### config.mk
export PLATFORM = sky130hd
export DESIGN_NAME = ttl_div
export DESIGN_NICKNAME = d
export VERILOG_FILES = /design/src/thermistor_temperature_linearizer_top_defines.svh /design/src/ttl_div.sv
export SDC_FILE = /design/constraint.sdc
export NUM_CORES = 2
export LEC_CHECK = 0
export BUFFER_PORTS_ARGS = -buffer_cell sky130_fd_sc_hd__buf_2
export CAP_MARGIN = 30
export CORE_ASPECT_RATIO = 0.5
export CORE_UTILIZATION = 50
export DETAILED_ROUTE_END_ITERATION = 6
export PLACE_DENSITY = 0.66
export SKIP_CTS_REPAIR_TIMING = 1
export SLEW_MARGIN = 25
export SYNTH_ARGS = -nofsm -noshare
export SYNTH_HDL_FRONTEND = slang
export SYNTH_SLANG_ARGS = --single-unit
### constraint.sdc
create_clock -name clk_i -period 4.1 [get_ports clk_i]
set_input_delay 0.615 -clock clk_i [delete_from_list [all_inputs] [get_ports clk_i]]
set_output_delay 0.615 -clock clk_i [all_outputs]
set_load 0.005 [all_outputs]
### src/thermistor_temperature_linearizer_top_defines.svh
// Assertion macros shared by the linearizer RTL.
`ifndef THERMISTOR_TEMPERATURE_LINEARIZER_TOP_DEFINES_SVH
`define THERMISTOR_TEMPERATURE_LINEARIZER_TOP_DEFINES_SVH

// Same-cycle implication, checked out of reset
`define TTL_ASSERT_NOW(lbl, ante, cons, msg) \
  lbl: assert property (@(posedge clk_i) disable iff (!rst_ni) (ante) |-> (cons)) \
    else $error(msg);

// Next-cycle implication, checked out of reset
`define TTL_ASSERT_NEXT(lbl, ante, cons, msg) \
  lbl: assert property (@(posedge clk_i) disable iff (!rst_ni) (ante) |=> (cons)) \
    else $error(msg);

`endif

### src/ttl_div.sv
// Pipelined restoring divider, one quotient bit per stage.
// num_i is the dividend zero-extended to DW+QW bits; its top DW bits must
// be below den_i. The sideband travels with the item.
module ttl_div #(
  parameter int unsigned DW = 17,
  parameter int unsigned QW = 32,
  parameter int unsigned SW = 1
) (
  input  logic             clk_i,
  input  logic             rst_ni,
  input  logic             valid_i,
  input  logic [DW+QW-1:0] num_i,
  input  logic [DW-1:0]    den_i,
  input  logic [SW-1:0]    side_i,
  output logic             valid_o,
  output logic [QW-1:0]    quot_o,
  output logic [SW-1:0]    side_o
);

  localparam int unsigned AW = DW + QW;

  logic [QW-1:0] vld_q;
  logic [AW-1:0] acc_q  [QW];
  logic [DW-1:0] den_q  [QW];
  logic [SW-1:0] side_q [QW];

  for (genvar s = 0; s < QW; s++) begin : g_stage
    logic [AW-1:0] acc_in;
    logic [DW-1:0] den_in;
    logic [SW-1:0] side_in;
    logic          vld_in;
    logic [DW:0]   part;
    logic [DW:0]   diffv;
    logic          take;

    if (s == 0) begin : g_first
      assign acc_in  = num_i;
      assign den_in  = den_i;
      assign side_in = side_i;
      assign vld_in  = valid_i;
    end else begin : g_next
      assign acc_in  = acc_q[s-1];
      assign den_in  = den_q[s-1];
      assign side_in = side_q[s-1];
      assign vld_in  = vld_q[s-1];
    end

    // trial subtract of the shifted partial remainder
    assign part  = acc_in[AW-1:QW-1];
    assign take  = (part >= {1'b0, den_in});
    assign diffv = part - {1'b0, den_in};

    always_ff @(posedge clk_i or negedge rst_ni) begin
      if (!rst_ni) begin
        vld_q[s] <= 1'b0;
      end else begin
        vld_q[s] <= vld_in;
      end
    end

    always_ff @(posedge clk_i) begin
      acc_q[s]  <= {(take ? diffv[DW-1:0] : part[DW-1:0]), acc_in[QW-2:0], take};
      den_q[s]  <= den_in;
      side_q[s] <= side_in;
    end
  end

  assign valid_o = vld_q[QW-1];
  assign quot_o  = acc_q[QW-1][QW-1:0];
  assign side_o  = side_q[QW-1];

endmodule

==> metrics.txt <==
commonest non-fill, non-tap cells in the layout dfxtp_1 (2110), inv_1 (705), ha_1 (544), a21oi_1 (446), nor2_1 (391); P_leak 38.3 nW; Setup crit end kind register; outcome completed; Rel. slew slack 0.360; Peak Freq 0.282 GHz; Finished Layout Cells 9223; CTS tree done; Worst path top cell family by delay compound AO/OA/AOI/OAI gates; CTS root buf clkbuf_16; most common library cell in the layout ignoring fill and taps dfxtp_1; Tightest Pin Transition 0.949 ns; Final Hold Vio Count 0; Site Rows 100; starting density of the core 0.504; r2r setup slk 0.55 ns; top cells by area, synth dfxtp_1 (56%), ha_1 (9.1%), mux2_2 (4.0%); peak supply drop 0.000382 V; CP most frequent cell a21oi_1; Final GP Congestion 0.915; Synth top area share 0.562; first-pass GRT wire length 212 mm; Clock Pin Slew Worst Setup and Hold Paths 0.06 ns; startpoint types register; fraction of layout cells with a size suffix above 1 0.111; Post-synth EDFFs 0; Async S/R FF share, synth 0.0149; area leader, netlist dfxtp_1; WP depth 10; number of max-cap violations 0; largest net degree at the start of global routing 33; final period utilization 0.866; Die Wd 550 um; number of global-route vias before repair 44900; Max Fanout on Critical Path 28; top_reg_cell synth dfxtp_1; residual DRC count 0; Synth Warn # 0; clock tree sinks 2142; cell chain of the critical path ha_1, inv_1, fa_1, a21oi_1, o21ai_0, a2111oi_0, o31a_1, a21oi_1, a211o_1, mux2_2; Total Wirelength 129 mm; Placed Cells 8845; Worst Skew 0.0464 ns; initial antenna violation count 0; fin nets 7739; Distinct cells, synth 81; Tmin final 3.55 ns; TNS Setup 0 ns; cts bufs inserted 184; Starting DRT DRC Count 1913; Reg2Reg Depth 10; grt total ovfl 0; Worst Hold Class in2reg; Synth-to-Final Area Change 12.6%; synthesized cell area 75200 um^2; sequential share of the synthesized area 0.573; fillers 12600; ANT cells 0; Crit path required time 4.74 ns; hpwl dp 94.0 mm; DR WL/cell 14.0 um; Power Dens Cells 886 nW/um^2; #FFs+latches synth 2142; Synth Net Count 7455; Worst-Skew Late Latency 0.80 ns; router iterations before antenna repair 5; Critical Path Max Stage Delay 0.63 ns; total power 75.1 mW; Max clock buf depth 4; Die Y 276 um; post-synthesis average cell area 11.0 um^2; CP Buf/Inv Count 1; vias 45600; CP max-delay cell a211o_1; H-tree depth 4; Overall Global Routing Usage 0.167; RSZ-0062 raised after global routing no; crit path DAT 4.19 ns; vias per cell 4.94; Syn Inst Count 6810; Hold Path Depth 3; Core ar. 149000 um^2; Slew Viols, Final 0; post-detailed-route count of antenna-violating nets 0; PortBufs 103; CP Class reg2reg; die area 152000 um^2; final setup vio count 0; io pins 104
[final cells by class]
| type | count | area, um^2 | area share |
|---|---|---|---|
| clock buffers | 246 | 5190 | 0.0613 |
| clock inverters | 80 | 915 | 0.0108 |
| inverters | 705 | 2650 | 0.0313 |
| multi-input cells | 3858 | 29000 | 0.342 |
| flip-flops and latches | 2142 | 43000 | 0.508 |
| well taps | 1989 | 2490 | 0.0294 |
| repair buffers | 203 | 1410 | 0.0167 |
[metal layers]
layer / vias up / wire length [um] / global-route usage
li1: 23700 / - / -
met1: 21000 / 56900 / 0.199
met2: 595 / 63300 / 0.301
met3: 258 / 4450 / 0.0292
met4: 0 / 4130 / 0.0592
met5: - / 0 / 0
[cells by family after synthesis]
group | Yosys count | share of synthesized area
xor+xnor | 400 | 0.0466
mux | 298 | 0.0446
compound gates | 1413 | 0.121
buf+inv | 810 | 0.0431
fa+ha+maj | 575 | 0.0988
flops | 2142 | 0.573
simple gates | 1172 | 0.0735
[worst min-delay path: stages]
cell     delay, ns
buf_2         0.09
nand2_1       0.04
o21ai_0       0.05
[Yosys cell counts (67+ instances only)]
cell type	n
a21o_1	183
a21oi_1	448
dfxtp_1	2110
ha_1	544
inv_1	705
mux2_2	269
nand2_1	284
nand4_1	88
nor2_1	391
nor3_1	106
o21a_1	67
o21ai_0	275
o21bai_1	82
xnor2_1	265
xor2_1	135
[final timing paths]
path,start,endpoint
setup / recovery,den_q[0][0],acc_q[0][84]
hold / removal,num_i[31],acc_q[0][32]
setup reg to reg,den_q[0][0],acc_q[0][84]
hold reg to reg,acc_q[2][156],acc_q[3][10]
max in group asynchronous,rst_ni,g_stage[1].vld_in
min in group asynchronous,rst_ni,g_stage[25].vld_in
[registers in the layout (all words and copies together), names as in the netlist]
name,count
valid_o,1
g_stage.vld_in,31
acc_q,1551
side_q,32
den_q,527
[through the flow]
step	worst slack, ns	utilization	hold slack [ns]	area [um^2]
2_1_floorplan	1.06	-	0.310	75200
3_3_place_gp	0.585	0.523	0.310	78000
3_5_place_dp	0.543	0.524	0.312	78000
4_1_cts	0.574	0.565	-0.172	84100
5_1_grt	0.311	0.568	0.0281	84700
6_report	0.551	0.568	0.0716	84700
[report_power, final]
part / internal (mW) / switching, mW
Clock: 9.91 / 7.54
Combinational: 13.8 / 14.6
Sequential: 26.8 / 2.47
Note: power is estimated with default switching activity, not from simulation.
