==> config.mk <==
export PLATFORM = sky130hd
export DESIGN_NAME = ttl_seg
export DESIGN_NICKNAME = d
export VERILOG_FILES = /design/src/thermistor_temperature_linearizer_top_defines.svh /design/src/ttl_pkg.sv /design/src/ttl_seg.sv
export SDC_FILE = /design/constraint.sdc
export NUM_CORES = 1
export LEC_CHECK = 0
export BUFFER_PORTS_ARGS = -buffer_cell sky130_fd_sc_hd__buf_2
export CAP_MARGIN = 15
export CORE_MARGIN = 2
export CORE_UTILIZATION = 60
export CTS_BUF_LIST = sky130_fd_sc_hd__clkbuf_8
export DETAILED_ROUTE_END_ITERATION = 8
export GPL_TIMING_DRIVEN = 0
export PLACE_DENSITY = 0.83
export SYNTH_ARGS = -nofsm -noshare
export SYNTH_HDL_FRONTEND = slang
export SYNTH_SLANG_ARGS = --single-unit
==> constraint.sdc <==
create_clock -name clk_i -period 12.06 [get_ports clk_i]
set_input_delay 0.603 -clock clk_i [delete_from_list [all_inputs] [get_ports clk_i]]
set_output_delay 0.603 -clock clk_i [all_outputs]
set_load 0.01 [all_outputs]
==> src/thermistor_temperature_linearizer_top_defines.svh <==
// Assertion macros shared by the linearizer RTL.
`ifndef THERMISTOR_TEMPERATURE_LINEARIZER_TOP_DEFINES_SVH
`define THERMISTOR_TEMPERATURE_LINEARIZER_TOP_DEFINES_SVH

// Same-cycle implication, checked out of reset
`define TTL_ASSERT_NOW(lbl, ante, cons, msg) \
  lbl: assert property (@(posedge clk_i) disable iff (!rst_ni) (ante) |-> (cons)) \
    else $error(msg);

// Next-cycle implication, checked out of reset
`define TTL_ASSERT_NEXT(lbl, ante, cons, msg) \
  lbl: assert property (@(posedge clk_i) disable iff (!rst_ni) (ante) |=> (cons)) \
    else $error(msg);

`endif

==> src/ttl_pkg.sv <==
package ttl_pkg;

  localparam int unsigned TABLE_POINTS = 24;
  localparam int unsigned IDX_W        = $clog2(TABLE_POINTS);
  localparam int unsigned TEMP_W       = 11;
  localparam int unsigned DIFF_W       = 7;   // width of the step between table temperatures
  localparam int unsigned SER_W        = 16;
  localparam int unsigned NOM_W        = 16;
  localparam int unsigned SUP_W        = 17;
  localparam int unsigned CFG_IDX_W    = 2;
  localparam int unsigned CFG_DATA_W   = 17;

  // register indexes
  localparam logic [CFG_IDX_W-1:0] CFG_SERIES  = 2'd0;
  localparam logic [CFG_IDX_W-1:0] CFG_NOMINAL = 2'd1;
  localparam logic [CFG_IDX_W-1:0] CFG_SUPPLY  = 2'd2;

  // register reset values
  localparam logic [SER_W-1:0] SER_RST = 16'd10000;
  localparam logic [NOM_W-1:0] NOM_RST = 16'd10000;
  localparam logic [SUP_W-1:0] SUP_RST = 17'd65610;

  typedef enum logic [1:0] {
    ST_IN_TABLE = 2'd0,
    ST_HOT      = 2'd1,
    ST_COLD     = 2'd2,
    ST_INVALID  = 2'd3
  } status_e;

  // per-item control carried alongside the interpolation data
  typedef struct packed {
    logic                     interp;
    status_e                  status;
    logic signed [TEMP_W-1:0] temp;    // final value, or base point when interp
  } seg_ctl_t;

  // resistance ratio against 25 C, units of 1/10000
  localparam logic [19:0] RATIO_E4 [TABLE_POINTS] = '{
    20'd2488,   20'd2986,   20'd3603,   20'd4369,   20'd5327,   20'd6531,
    20'd8057,   20'd10000,  20'd12490,  20'd15710,  20'd19900,  20'd25390,
    20'd32650,  20'd42320,  20'd55330,  20'd72930,  20'd97070,  20'd130400,
    20'd177000, 20'd242600, 20'd336500, 20'd471700, 20'd670100, 20'd963000
  };

  localparam logic signed [TEMP_W-1:0] TEMP_TBL [TABLE_POINTS] = '{
    11'sd600,  11'sd550,  11'sd500,  11'sd450,  11'sd400,  11'sd350,
    11'sd300,  11'sd250,  11'sd200,  11'sd150,  11'sd100,  11'sd50,
    11'sd0,    -11'sd50,  -11'sd100, -11'sd150, -11'sd200, -11'sd250,
    -11'sd300, -11'sd350, -11'sd400, -11'sd450, -11'sd500, -11'sd550
  };

  // table ratio in fixed point, rounded half up; elaboration only
  function automatic logic [63:0] tbl_q(input int unsigned idx, input int unsigned frac);
    return ((64'(RATIO_E4[idx]) << frac) + 64'd5000) / 64'd10000;
  endfunction

endpackage

==> src/ttl_seg.sv <==
// Table search and segment selection, two stages:
// compare the ratio against every table point, then pick the segment.
module ttl_seg import ttl_pkg::*; #(
  parameter int unsigned RATIO_FRAC_BITS = 16,
  parameter int unsigned QW              = 48
) (
  input  logic                       clk_i,
  input  logic                       rst_ni,
  input  logic                       valid_i,
  input  logic [QW-1:0]              ratio_i,
  input  logic                       inv_i,
  output logic                       valid_o,
  output seg_ctl_t                   ctl_o,
  output logic [RATIO_FRAC_BITS+6:0] qe_o,    // ratio above lower point
  output logic [RATIO_FRAC_BITS+6:0] den_o,   // segment width
  output logic [DIFF_W-1:0]          diff_o   // temperature step of the segment
);

  localparam int unsigned TQW = RATIO_FRAC_BITS + 7;

  logic [TQW-1:0] tq [TABLE_POINTS];

  for (genvar i = 0; i < TABLE_POINTS; i++) begin : g_tbl
    localparam logic [TQW-1:0] TQ_C = TQW'(tbl_q(i, RATIO_FRAC_BITS));
    assign tq[i] = TQ_C;
  end

  // compare stage
  logic [TABLE_POINTS-1:0] ge_d, ge_q;
  logic [TQW-1:0]          q_q;
  logic                    inv_q, c_vld_q;

  always_comb begin
    for (int i = 0; i < TABLE_POINTS; i++) begin
      ge_d[i] = (QW'(tq[i]) >= ratio_i);
    end
  end

  always_ff @(posedge clk_i or negedge rst_ni) begin
    if (!rst_ni) begin
      c_vld_q <= 1'b0;
    end else begin
      c_vld_q <= valid_i;
    end
  end

  always_ff @(posedge clk_i) begin
    ge_q  <= ge_d;
    q_q   <= ratio_i[TQW-1:0];
    inv_q <= inv_i;
  end

  // segment stage
  logic [IDX_W-1:0]  idx, idx_m1;
  logic              any_ge;
  seg_ctl_t          ctl_d, ctl_q;
  logic [TQW-1:0]    qe_d, qe_q, den_d, den_q;
  logic [TEMP_W-1:0] step;
  logic [DIFF_W-1:0] diff_d, diff_q;
  logic              s_vld_q;

  always_comb begin
    idx = IDX_W'(TABLE_POINTS - 1);
    for (int i = TABLE_POINTS - 1; i >= 0; i--) begin
      if (ge_q[i]) begin
        idx = IDX_W'(i);
      end
    end
    any_ge = |ge_q;
    idx_m1 = (idx == '0) ? '0 : idx - 1'b1;

    qe_d   = q_q - tq[idx_m1];
    den_d  = tq[idx] - tq[idx_m1];
    step   = TEMP_TBL[idx_m1] - TEMP_TBL[idx];
    diff_d = step[DIFF_W-1:0];

    ctl_d.interp = 1'b0;
    ctl_d.status = ST_IN_TABLE;
    ctl_d.temp   = TEMP_TBL[idx];
    if (inv_q) begin
      ctl_d.status = ST_INVALID;
      ctl_d.temp   = '0;
    end else if (!any_ge) begin
      ctl_d.status = ST_COLD;
      ctl_d.temp   = TEMP_TBL[TABLE_POINTS-1];
    end else if (q_q == tq[idx]) begin
      ctl_d.status = ST_IN_TABLE;
    end else if (idx == '0) begin
      ctl_d.status = ST_HOT;
    end else begin
      ctl_d.interp = 1'b1;
      ctl_d.temp   = TEMP_TBL[idx_m1];
    end
  end

  always_ff @(posedge clk_i or negedge rst_ni) begin
    if (!rst_ni) begin
      s_vld_q <= 1'b0;
    end else begin
      s_vld_q <= c_vld_q;
    end
  end

  always_ff @(posedge clk_i) begin
    ctl_q  <= ctl_d;
    qe_q   <= qe_d;
    den_q  <= den_d;
    diff_q <= diff_d;
  end

  assign valid_o = s_vld_q;
  assign ctl_o   = ctl_q;
  assign qe_o    = qe_q;
  assign den_o   = den_q;
  assign diff_o  = diff_q;

endmodule

==> flow_results.xml, run 1 <==
<?xml version="1.0" encoding="UTF-8"?>
<metrics>
  <group name="global_routing">
    <metric name="grt_overflow_total" unit="">0</metric>
    <metric name="antenna_found_initial" unit="">0</metric>
    <metric name="grt_util_all_layers" unit="%">35.39</metric>
    <metric name="grt_pass1_wl" unit="µm">45020</metric>
    <metric name="grt_max_degree" unit="">17</metric>
    <metric name="number_of_global_route_vias_before_repair" unit="">8604</metric>
  </group>
  <group name="timing">
    <metric name="setup-tns-final" unit="ps">0</metric>
    <metric name="min_period_over_period" unit="%">64.92</metric>
    <metric name="tightest_slew" unit="ps">977.1</metric>
    <metric name="setup-violations-final" unit="">0</metric>
    <metric name="whs" unit="ps">238.2</metric>
    <metric name="hold_viol_final" unit="">0</metric>
    <metric name="worst_clock_skew" unit="ps">19.99</metric>
    <metric name="max_fclk" unit="MHz">127.7</metric>
    <metric name="worst_slew_margin_rel" unit="%">34.86</metric>
    <metric name="rsz0062_at_grt" unit="">no</metric>
    <metric name="slew_viol_final" unit="">0</metric>
    <metric name="final.min_clock_period" unit="ps">7829</metric>
  </group>
  <group name="drt">
    <metric name="drt-vias-per-instance" unit="">6.540</metric>
    <metric name="route.detailed.drc" unit="">0</metric>
    <metric name="met3RoutedLength" unit="µm">3044</metric>
    <metric name="drt-total-wl" unit="µm">28920</metric>
    <metric name="ant_nets" unit="">0</metric>
    <metric name="post_drt_wl_per_cell" unit="µm">19.70</metric>
    <metric name="met2WireLength" unit="µm">12790</metric>
    <metric name="top_layer" unit="">met4</metric>
    <metric name="dr.first_iter.drc_count" unit="">1116</metric>
    <metric name="route.vias.total" unit="">9601</metric>
    <metric name="firstDrtPassIters" unit="">8</metric>
    <metric name="post_route_m1_wl" unit="µm">11840</metric>
  </group>
  <group name="critical_path">
    <metric name="criticalPathCategory" unit="">reg2reg</metric>
    <metric name="crit_slowest_cell" unit="">a221oi_1</metric>
    <metric name="worstSetupStartpointType" unit="">flop</metric>
    <metric name="worst_path_most_repeated_cell" unit="">nand2_1</metric>
    <metric name="worstSetupEndpointType" unit="">flop</metric>
    <metric name="critical-path-max-stage-delay" unit="ps">800</metric>
    <metric name="worstPathRequired" unit="ps">12400</metric>
    <metric name="path_max_fanout" unit="">12</metric>
    <metric name="worstPathArrival" unit="ps">8170</metric>
  </group>
  <group name="power">
    <metric name="power_density" unit="nW/µm²">84.28</metric>
    <metric name="power.leakage" unit="nW">4.340</metric>
    <metric name="p_clk_share" unit="%">42.0</metric>
    <metric name="irDropWorstVdd" unit="mV">0.05612</metric>
    <metric name="p_int" unit="mW">0.6201</metric>
    <metric name="power.net_switching" unit="mW">0.2411</metric>
    <metric name="sequentialPowerShare" unit="%">46.8</metric>
    <metric name="finalPower" unit="mW">0.8611</metric>
    <metric name="p_comb_share" unit="%">11.2</metric>
    <metric name="power.switching_fraction" unit="%">27.99</metric>
  </group>
  <group name="layout">
    <metric name="drive_gt1_share" unit="%">15.89</metric>
    <metric name="fillers" unit="">1252</metric>
    <metric name="layout_common_cells" unit="">121 x buf_2, 116 x a21oi_1, 113 x dfxtp_1</metric>
    <metric name="fin_nets" unit="">1398</metric>
    <metric name="stdcell_area" unit="µm²">10220</metric>
    <metric name="instances_no_fill" unit="">1468</metric>
    <metric name="combined_area_of_the_multi_input_logic_cells" unit="µm²">6225</metric>
    <metric name="layout_commonest_cell" unit="">buf_2</metric>
    <metric name="num_antenna_cells" unit="">0</metric>
    <metric name="area_delta_synth_final" unit="%">13.56</metric>
    <metric name="seq_area" unit="µm²">2312</metric>
  </group>
  <group name="placed_design">
    <metric name="total_of_buffers_placed_on_input_and_output_ports" unit="">117</metric>
    <metric name="dpl-instance-area" unit="µm²">9817</metric>
    <metric name="post-place-cells" unit="">1435</metric>
    <metric name="hpwl" unit="µm">22740</metric>
    <metric name="gp_routability_congestion" unit="">1.017</metric>
  </group>
  <group name="clocking">
    <metric name="clk_pin_slew" unit="ps">80</metric>
    <metric name="numClockSinks" unit="">115</metric>
    <metric name="clkLatencyLatePin" unit="ps">470</metric>
    <metric name="cts_tree" unit="">done</metric>
    <metric name="post_cts_resize_count" unit="">0</metric>
    <metric name="cts_made_buffers" unit="">17</metric>
    <metric name="cts_max_level" unit="">4</metric>
    <metric name="cts.root.buffer_cell" unit="">clkbuf_8</metric>
    <metric name="clockBufferDepth" unit="">2</metric>
  </group>
  <group name="synth">
    <metric name="synth_top_flop_cell" unit="">dfxtp_1</metric>
    <metric name="share_of_flip_flops_with_an_asynchronous_set_or_reset" unit="%">1.739</metric>
    <metric name="yosys.cell_types.count" unit="">96</metric>
    <metric name="mappedNetlistArea" unit="µm²">8997</metric>
    <metric name="synth_seq_area_share" unit="%">25.70</metric>
    <metric name="netlist_instances" unit="">1133</metric>
    <metric name="synth.ff_latch_count" unit="">115</metric>
    <metric name="synth_edf_count" unit="">0</metric>
    <metric name="synth_warnings" unit="">0</metric>
    <metric name="synth.avg_cell_area" unit="µm²">7.941</metric>
  </group>
  <group name="die">
    <metric name="floorplan_die_area" unit="µm²">15990</metric>
    <metric name="chipHeight" unit="µm">126.5</metric>
    <metric name="floorplan.rows" unit="">44</metric>
    <metric name="start_util" unit="%">61.67</metric>
    <metric name="core_ar" unit="µm²">14590</metric>
    <metric name="floorplan.die.width" unit="µm">126.5</metric>
    <metric name="ios" unit="">120</metric>
  </group>
  <group name="job">
    <metric name="max-cap-violations" unit="">0</metric>
  </group>
  <group name="hold_path">
    <metric name="holdCritPathClass" unit="">in2reg</metric>
  </group>
  <group name="status">
    <metric name="run_status" unit="">complete, no violations</metric>
  </group>
</metrics>
[sequential cells by signal, summed over array words and instances, names as in the netlist]
register  flops
c_vld_q       1
ctl_o        13
den_o        23
diff_o        6
ge_q         24
inv_q         1
q_q          23
qe_o         23
valid_o       1
[final timing paths]
check	startpoint	endpoint	slack (ps)	depth (start not counted)
worst max-delay path	ge_q[0]	qe_o[21]	4230	26
worst min-delay path	inv_i	inv_q	240	1
worst max register to register	ge_q[0]	qe_o[21]	4230	26
worst min register to register	c_vld_q	valid_o	360	0
max in group asynchronous	rst_ni	c_vld_q	11520	2
min in group asynchronous	rst_ni	valid_o	450	2
[power by group through the flow]
stage / combinational, mW / clock (mW) / sequential, mW
floorplan: 0.0524 / 0 / 0.415
global placement: 0.0928 / 0 / 0.411
detailed placement: 0.0938 / 0 / 0.412
CTS: 0.0946 / 0.365 / 0.403
global route: 0.106 / 0.379 / 0.404
finish: 0.0962 / 0.362 / 0.403
[stage by stage]
stage | util [%] | worst slack, ps
final | 70.03 | 4231
after global routing | 70.03 | 3909
after CTS | 70.03 | 4568
after detailed placement | 67.29 | 4633
after global placement | 67.29 | 4636
after floorplan | - | 6146
[critical path, delay by kind of cell, from the launching register on]
kind                       cells  cell delay (ps)
xor gates and xnor gates       1              160
DFF                            1              420
adders and majority gates      2              650
and+or+nand+nor                9             1940
AOI/OAI and AO/OA             10             3430
buffers and inverters          4             1130
[kinds of logic (layout without fill, tap and decap cells)]
| logic type | after synthesis | after routing | share of synthesized area (%) |
|---|---|---|---|
| compound gates | 392 | 392 | 29.91 |
| xor+xnor | 70 | 70 | 6.814 |
| fa+ha+maj | 75 | 75 | 10.68 |
| buf+inv | 103 | 253 | 5.159 |
| flops | 115 | 115 | 25.70 |
| mux | 4 | 4 | 0.4450 |
| other cells | 1 | 2 | 0.04168 |
| simple gates | 373 | 373 | 21.25 |
[cell usage after synthesis, types with 17 or more instances]
| cell type | n | area share [%] |
|---|---|---|
| inv_1 | 41 | 1.7 |
| a211oi_1 | 17 | 1.4 |
| nand3_1 | 34 | 1.9 |
| nand2_1 | 94 | 3.9 |
| nor3_1 | 25 | 1.4 |
| a21oi_1 | 116 | 6.5 |
| o21ai_0 | 74 | 4.1 |
| clkbuf_1 | 44 | 1.8 |
| nor2b_1 | 18 | 1.3 |
| ha_1 | 72 | 10 |
| xnor2_1 | 43 | 4.2 |
| a21o_1 | 28 | 2.3 |
| nor2_1 | 97 | 4.0 |
| xor2_1 | 27 | 2.6 |
| dfxtp_1 | 113 | 25 |
[area by class of cell]
| class | instances | area share, % |
|---|---|---|
| plain buffers | 59 | 2.927 |
| clock buffers | 17 | 2.290 |
| clock inverters | 15 | 1.531 |
| inverters | 44 | 1.616 |
| multi-input cells | 916 | 60.92 |
| flip-flops and latches | 115 | 22.63 |
| well taps | 184 | 2.253 |
| repair buffers | 118 | 5.829 |
[routing by layer]
metal | global-route usage [%] | up-vias
met2 | 55.39 | 641
met5 | 0 | -
met3 | 8.140 | 115
met1 | 47.36 | 4378
li1 | - | 4467
met4 | 14.09 | 0
[what timing repair did]
| item | 4_1_cts | 5_1_grt |
|---|---|---|
| endpoints found under the hold margin | 2 | 0 |
| hold buffers | 1 | 0 |
| setup buffers | 0 | 0 |
Power figures use the tool's default switching activity.
==> inputs of run 2 (changes only) <==
--- a/config.mk
+++ b/config.mk
@@ -8,11 +8,11 @@
 export BUFFER_PORTS_ARGS = -buffer_cell sky130_fd_sc_hd__buf_2
 export CAP_MARGIN = 15
 export CORE_MARGIN = 2
-export CORE_UTILIZATION = 60
+export CORE_UTILIZATION = 55
 export CTS_BUF_LIST = sky130_fd_sc_hd__clkbuf_8
 export DETAILED_ROUTE_END_ITERATION = 8
 export GPL_TIMING_DRIVEN = 0
-export PLACE_DENSITY = 0.83
+export PLACE_DENSITY = 0.8
 export SYNTH_ARGS = -nofsm -noshare
 export SYNTH_HDL_FRONTEND = slang
 export SYNTH_SLANG_ARGS = --single-unit
==> constraint.sdc (replaced) <==
create_clock -name clk_i -period 6.4 [get_ports clk_i]
set_input_delay 0.32 -clock clk_i [delete_from_list [all_inputs] [get_ports clk_i]]
set_output_delay 0.32 -clock clk_i [all_outputs]
set_load 0.01 [all_outputs]
==> run 2 against run 1 <==
Effect of this change: global-route usage fell by 2.6 points; first-iteration DRC count rose by 15%; clock-buffer cell count rose by 2; setup slack got worse by 4000 ps; final cell count rose by 3.3%; cell area rose by 3.2%; clock power rose by 82%; largest power group unchanged.
==> flow_results.xml, run 2 (synthesis results as in run 1) <==
<?xml version="1.0" encoding="UTF-8"?>
<metrics>
  <group name="drt">
    <metric name="ant_nets" unit="">0</metric>
    <metric name="route.vias.total" unit="">9610</metric>
    <metric name="dr.first_iter.drc_count" unit="">1282</metric>
    <metric name="route.detailed.drc" unit="">0</metric>
    <metric name="drt-total-wl" unit="µm">29190</metric>
    <metric name="firstDrtPassIters" unit="">6</metric>
    <metric name="drt-vias-per-instance" unit="">6.339</metric>
    <metric name="post_drt_wl_per_cell" unit="µm">19.25</metric>
  </group>
  <group name="power">
    <metric name="p_comb_share" unit="%">11.4</metric>
    <metric name="sequentialPowerShare" unit="%">47.5</metric>
    <metric name="power.switching_fraction" unit="%">26.26</metric>
    <metric name="p_int" unit="mW">1.181</metric>
    <metric name="power.leakage" unit="nW">4.472</metric>
    <metric name="finalPower" unit="mW">1.602</metric>
    <metric name="power.net_switching" unit="mW">0.4206</metric>
    <metric name="p_clk_share" unit="%">41.1</metric>
    <metric name="irDropWorstVdd" unit="mV">0.1203</metric>
    <metric name="power_density" unit="nW/µm²">152.0</metric>
  </group>
  <group name="critical_path">
    <metric name="crit_startpoint" unit="">ge_q[0]</metric>
    <metric name="crit_slowest_cell" unit="">or4b_1</metric>
    <metric name="worstSetupStartpointType" unit="">flop</metric>
    <metric name="reg2reg_to" unit="">den_o[19]</metric>
    <metric name="worstSetupEndpointType" unit="">flop</metric>
    <metric name="worstPathRequired" unit="ps">6790</metric>
    <metric name="reg2reg_slack" unit="ps">260</metric>
    <metric name="ff2ff_path_depth" unit="">27</metric>
    <metric name="critical-path-max-stage-delay" unit="ps">530</metric>
    <metric name="timing.critical_path.to" unit="">den_o[19]</metric>
    <metric name="worstPathArrival" unit="ps">6530</metric>
    <metric name="regToRegStartpoint" unit="">ge_q[0]</metric>
    <metric name="criticalPathCategory" unit="">reg2reg</metric>
    <metric name="path_max_fanout" unit="">12</metric>
  </group>
  <group name="global_routing">
    <metric name="number_of_global_route_vias_before_repair" unit="">8767</metric>
    <metric name="grt_overflow_total" unit="">0</metric>
    <metric name="antenna_found_initial" unit="">0</metric>
    <metric name="grt_util_all_layers" unit="%">32.76</metric>
    <metric name="grt_pass1_wl" unit="µm">45640</metric>
    <metric name="grt_max_degree" unit="">21</metric>
  </group>
  <group name="die">
    <metric name="floorplan.die.width" unit="µm">131.9</metric>
    <metric name="core_ar" unit="µm²">15940</metric>
    <metric name="floorplan.rows" unit="">46</metric>
    <metric name="chipHeight" unit="µm">131.9</metric>
    <metric name="ios" unit="">120</metric>
    <metric name="start_util" unit="%">56.44</metric>
    <metric name="floorplan_die_area" unit="µm²">17400</metric>
  </group>
  <group name="layout">
    <metric name="largest_register_ff_count" unit="">24</metric>
    <metric name="max_flop_register" unit="">ge_q</metric>
    <metric name="fin_nets" unit="">1416</metric>
    <metric name="drive_gt1_share" unit="%">18.85</metric>
    <metric name="layout_commonest_cell" unit="">buf_2</metric>
    <metric name="num_antenna_cells" unit="">0</metric>
    <metric name="area_delta_synth_final" unit="%">17.15</metric>
    <metric name="layout_common_cells" unit="">122 x buf_2, 113 x dfxtp_1, 112 x a21oi_1</metric>
  </group>
  <group name="timing">
    <metric name="worst_clock_skew" unit="ps">8.709</metric>
    <metric name="tightest_slew" unit="ps">885.0</metric>
    <metric name="min_period_over_period" unit="%">95.87</metric>
    <metric name="max_fclk" unit="MHz">163.0</metric>
    <metric name="slew_viol_final" unit="">0</metric>
    <metric name="whs" unit="ps">31.61</metric>
    <metric name="hold_viol_final" unit="">0</metric>
    <metric name="setup-violations-final" unit="">0</metric>
    <metric name="final.min_clock_period" unit="ps">6135</metric>
    <metric name="worst_slew_margin_rel" unit="%">40.51</metric>
  </group>
  <group name="clocking">
    <metric name="cts.root.buffer_cell" unit="">clkbuf_8</metric>
    <metric name="clk_pin_slew" unit="ps">70</metric>
    <metric name="cts_max_level" unit="">4</metric>
    <metric name="clockBufferDepth" unit="">2</metric>
    <metric name="clkLatencyLatePin" unit="ps">450</metric>
    <metric name="cts_tree" unit="">done</metric>
    <metric name="cts_made_buffers" unit="">17</metric>
    <metric name="numClockSinks" unit="">115</metric>
  </group>
  <group name="status">
    <metric name="run_status" unit="">complete, no violations</metric>
  </group>
  <group name="placed_design">
    <metric name="total_of_buffers_placed_on_input_and_output_ports" unit="">117</metric>
    <metric name="gp_routability_congestion" unit="">1.051</metric>
    <metric name="hpwl" unit="µm">22380</metric>
  </group>
  <group name="hold_path">
    <metric name="holdCritPathClass" unit="">in2reg</metric>
  </group>
  <group name="job">
    <metric name="max-cap-violations" unit="">0</metric>
  </group>
</metrics>
==> run 2: cell types whose count changed in the layout (fill, tap and decap cells not counted), sizes merged <==
cell / change
buf: +15
dlygate4sd3: +7
clkinvlp: +1
inv: -5
clkbuf: -2
==> run 2: per-layer routing <==
layer | global-route usage (%) | part of all wire, % | up-vias
li1 | - | - | 4516
met1 | 40.92 | 39 | 4369
met2 | 53.85 | 46 | 608
met3 | 7.113 | 9.7 | 117
met4 | 15.46 | 4.4 | 0
met5 | 0 | 0 | -
==> run 2: worst max-delay path: cells and delay by family, from the launching register on <==
kind                     cells  cell delay [ps]
AO/OA/AOI/OAI               10             2350
adder cells (fa/ha/maj)      2              540
buffers and inverters        5              900
AND/OR/NAND/NOR             10             1860
flip-flops                   1              410
==> run 2: cell type report <==
type	instances	area, µm²
inverter	44	175.2
clock inverter	11	115.1
timing repair buffer	139	770.7
fill	1393	5403
sequential	115	2312
clock buffer	19	261.5
tap	216	270.3
multi-input combinational	916	6336
buffer	56	299.0
==> run 2: power by group through the flow <==
stage / clock network, mW / logic (mW) / registers (mW)
after detailed placement: 0 / 0.175 / 0.776
after floorplan: 0 / 0.0987 / 0.782
after global placement: 0 / 0.173 / 0.776
after CTS: 0.666 / 0.181 / 0.760
final: 0.658 / 0.183 / 0.761
after global routing: 0.703 / 0.201 / 0.762
==> run 2: per-stage QoR <==
step                      setup TNS [ps]  utilization, %  cell area, µm²  cells  setup slack (ps)
after global placement            -21560           61.83            9857   1467             -1039
after detailed placement          -22970           61.83            9857   1467             -1075
after CTS                              0           65.35           10420   1511             6.084
after floorplan                        0               -            9001   1134             486.4
after global routing              -32.87           66.11           10540   1516            -14.06
final                                  0           66.11           10540   1516             264.5
==> run 2: timing repair <==
| item | in CTS | in global routing |
|---|---|---|
| pin swaps | 5 | 4 |
| buffers inserted | 8 | 6 |
| resized for setup | 18 | 26 |
| endpoints found under the setup margin | 35 | 27 |
| endpoints found under the hold margin | 9 | 0 |
| hold buffers | 8 | 0 |
==> run 2: worst min path at each step <==
stage	startpoint	to	slack (ps)	cells past startpoint
floorplan	rst_ni	c_vld_q	20	0
global placement	rst_ni	valid_o	100	1
detailed placement	rst_ni	valid_o	110	1
CTS	ratio_i[4]	q_q[4]	7	1
global route	ratio_i[9]	q_q[9]	10	1
finish	ratio_i[4]	q_q[4]	30	1
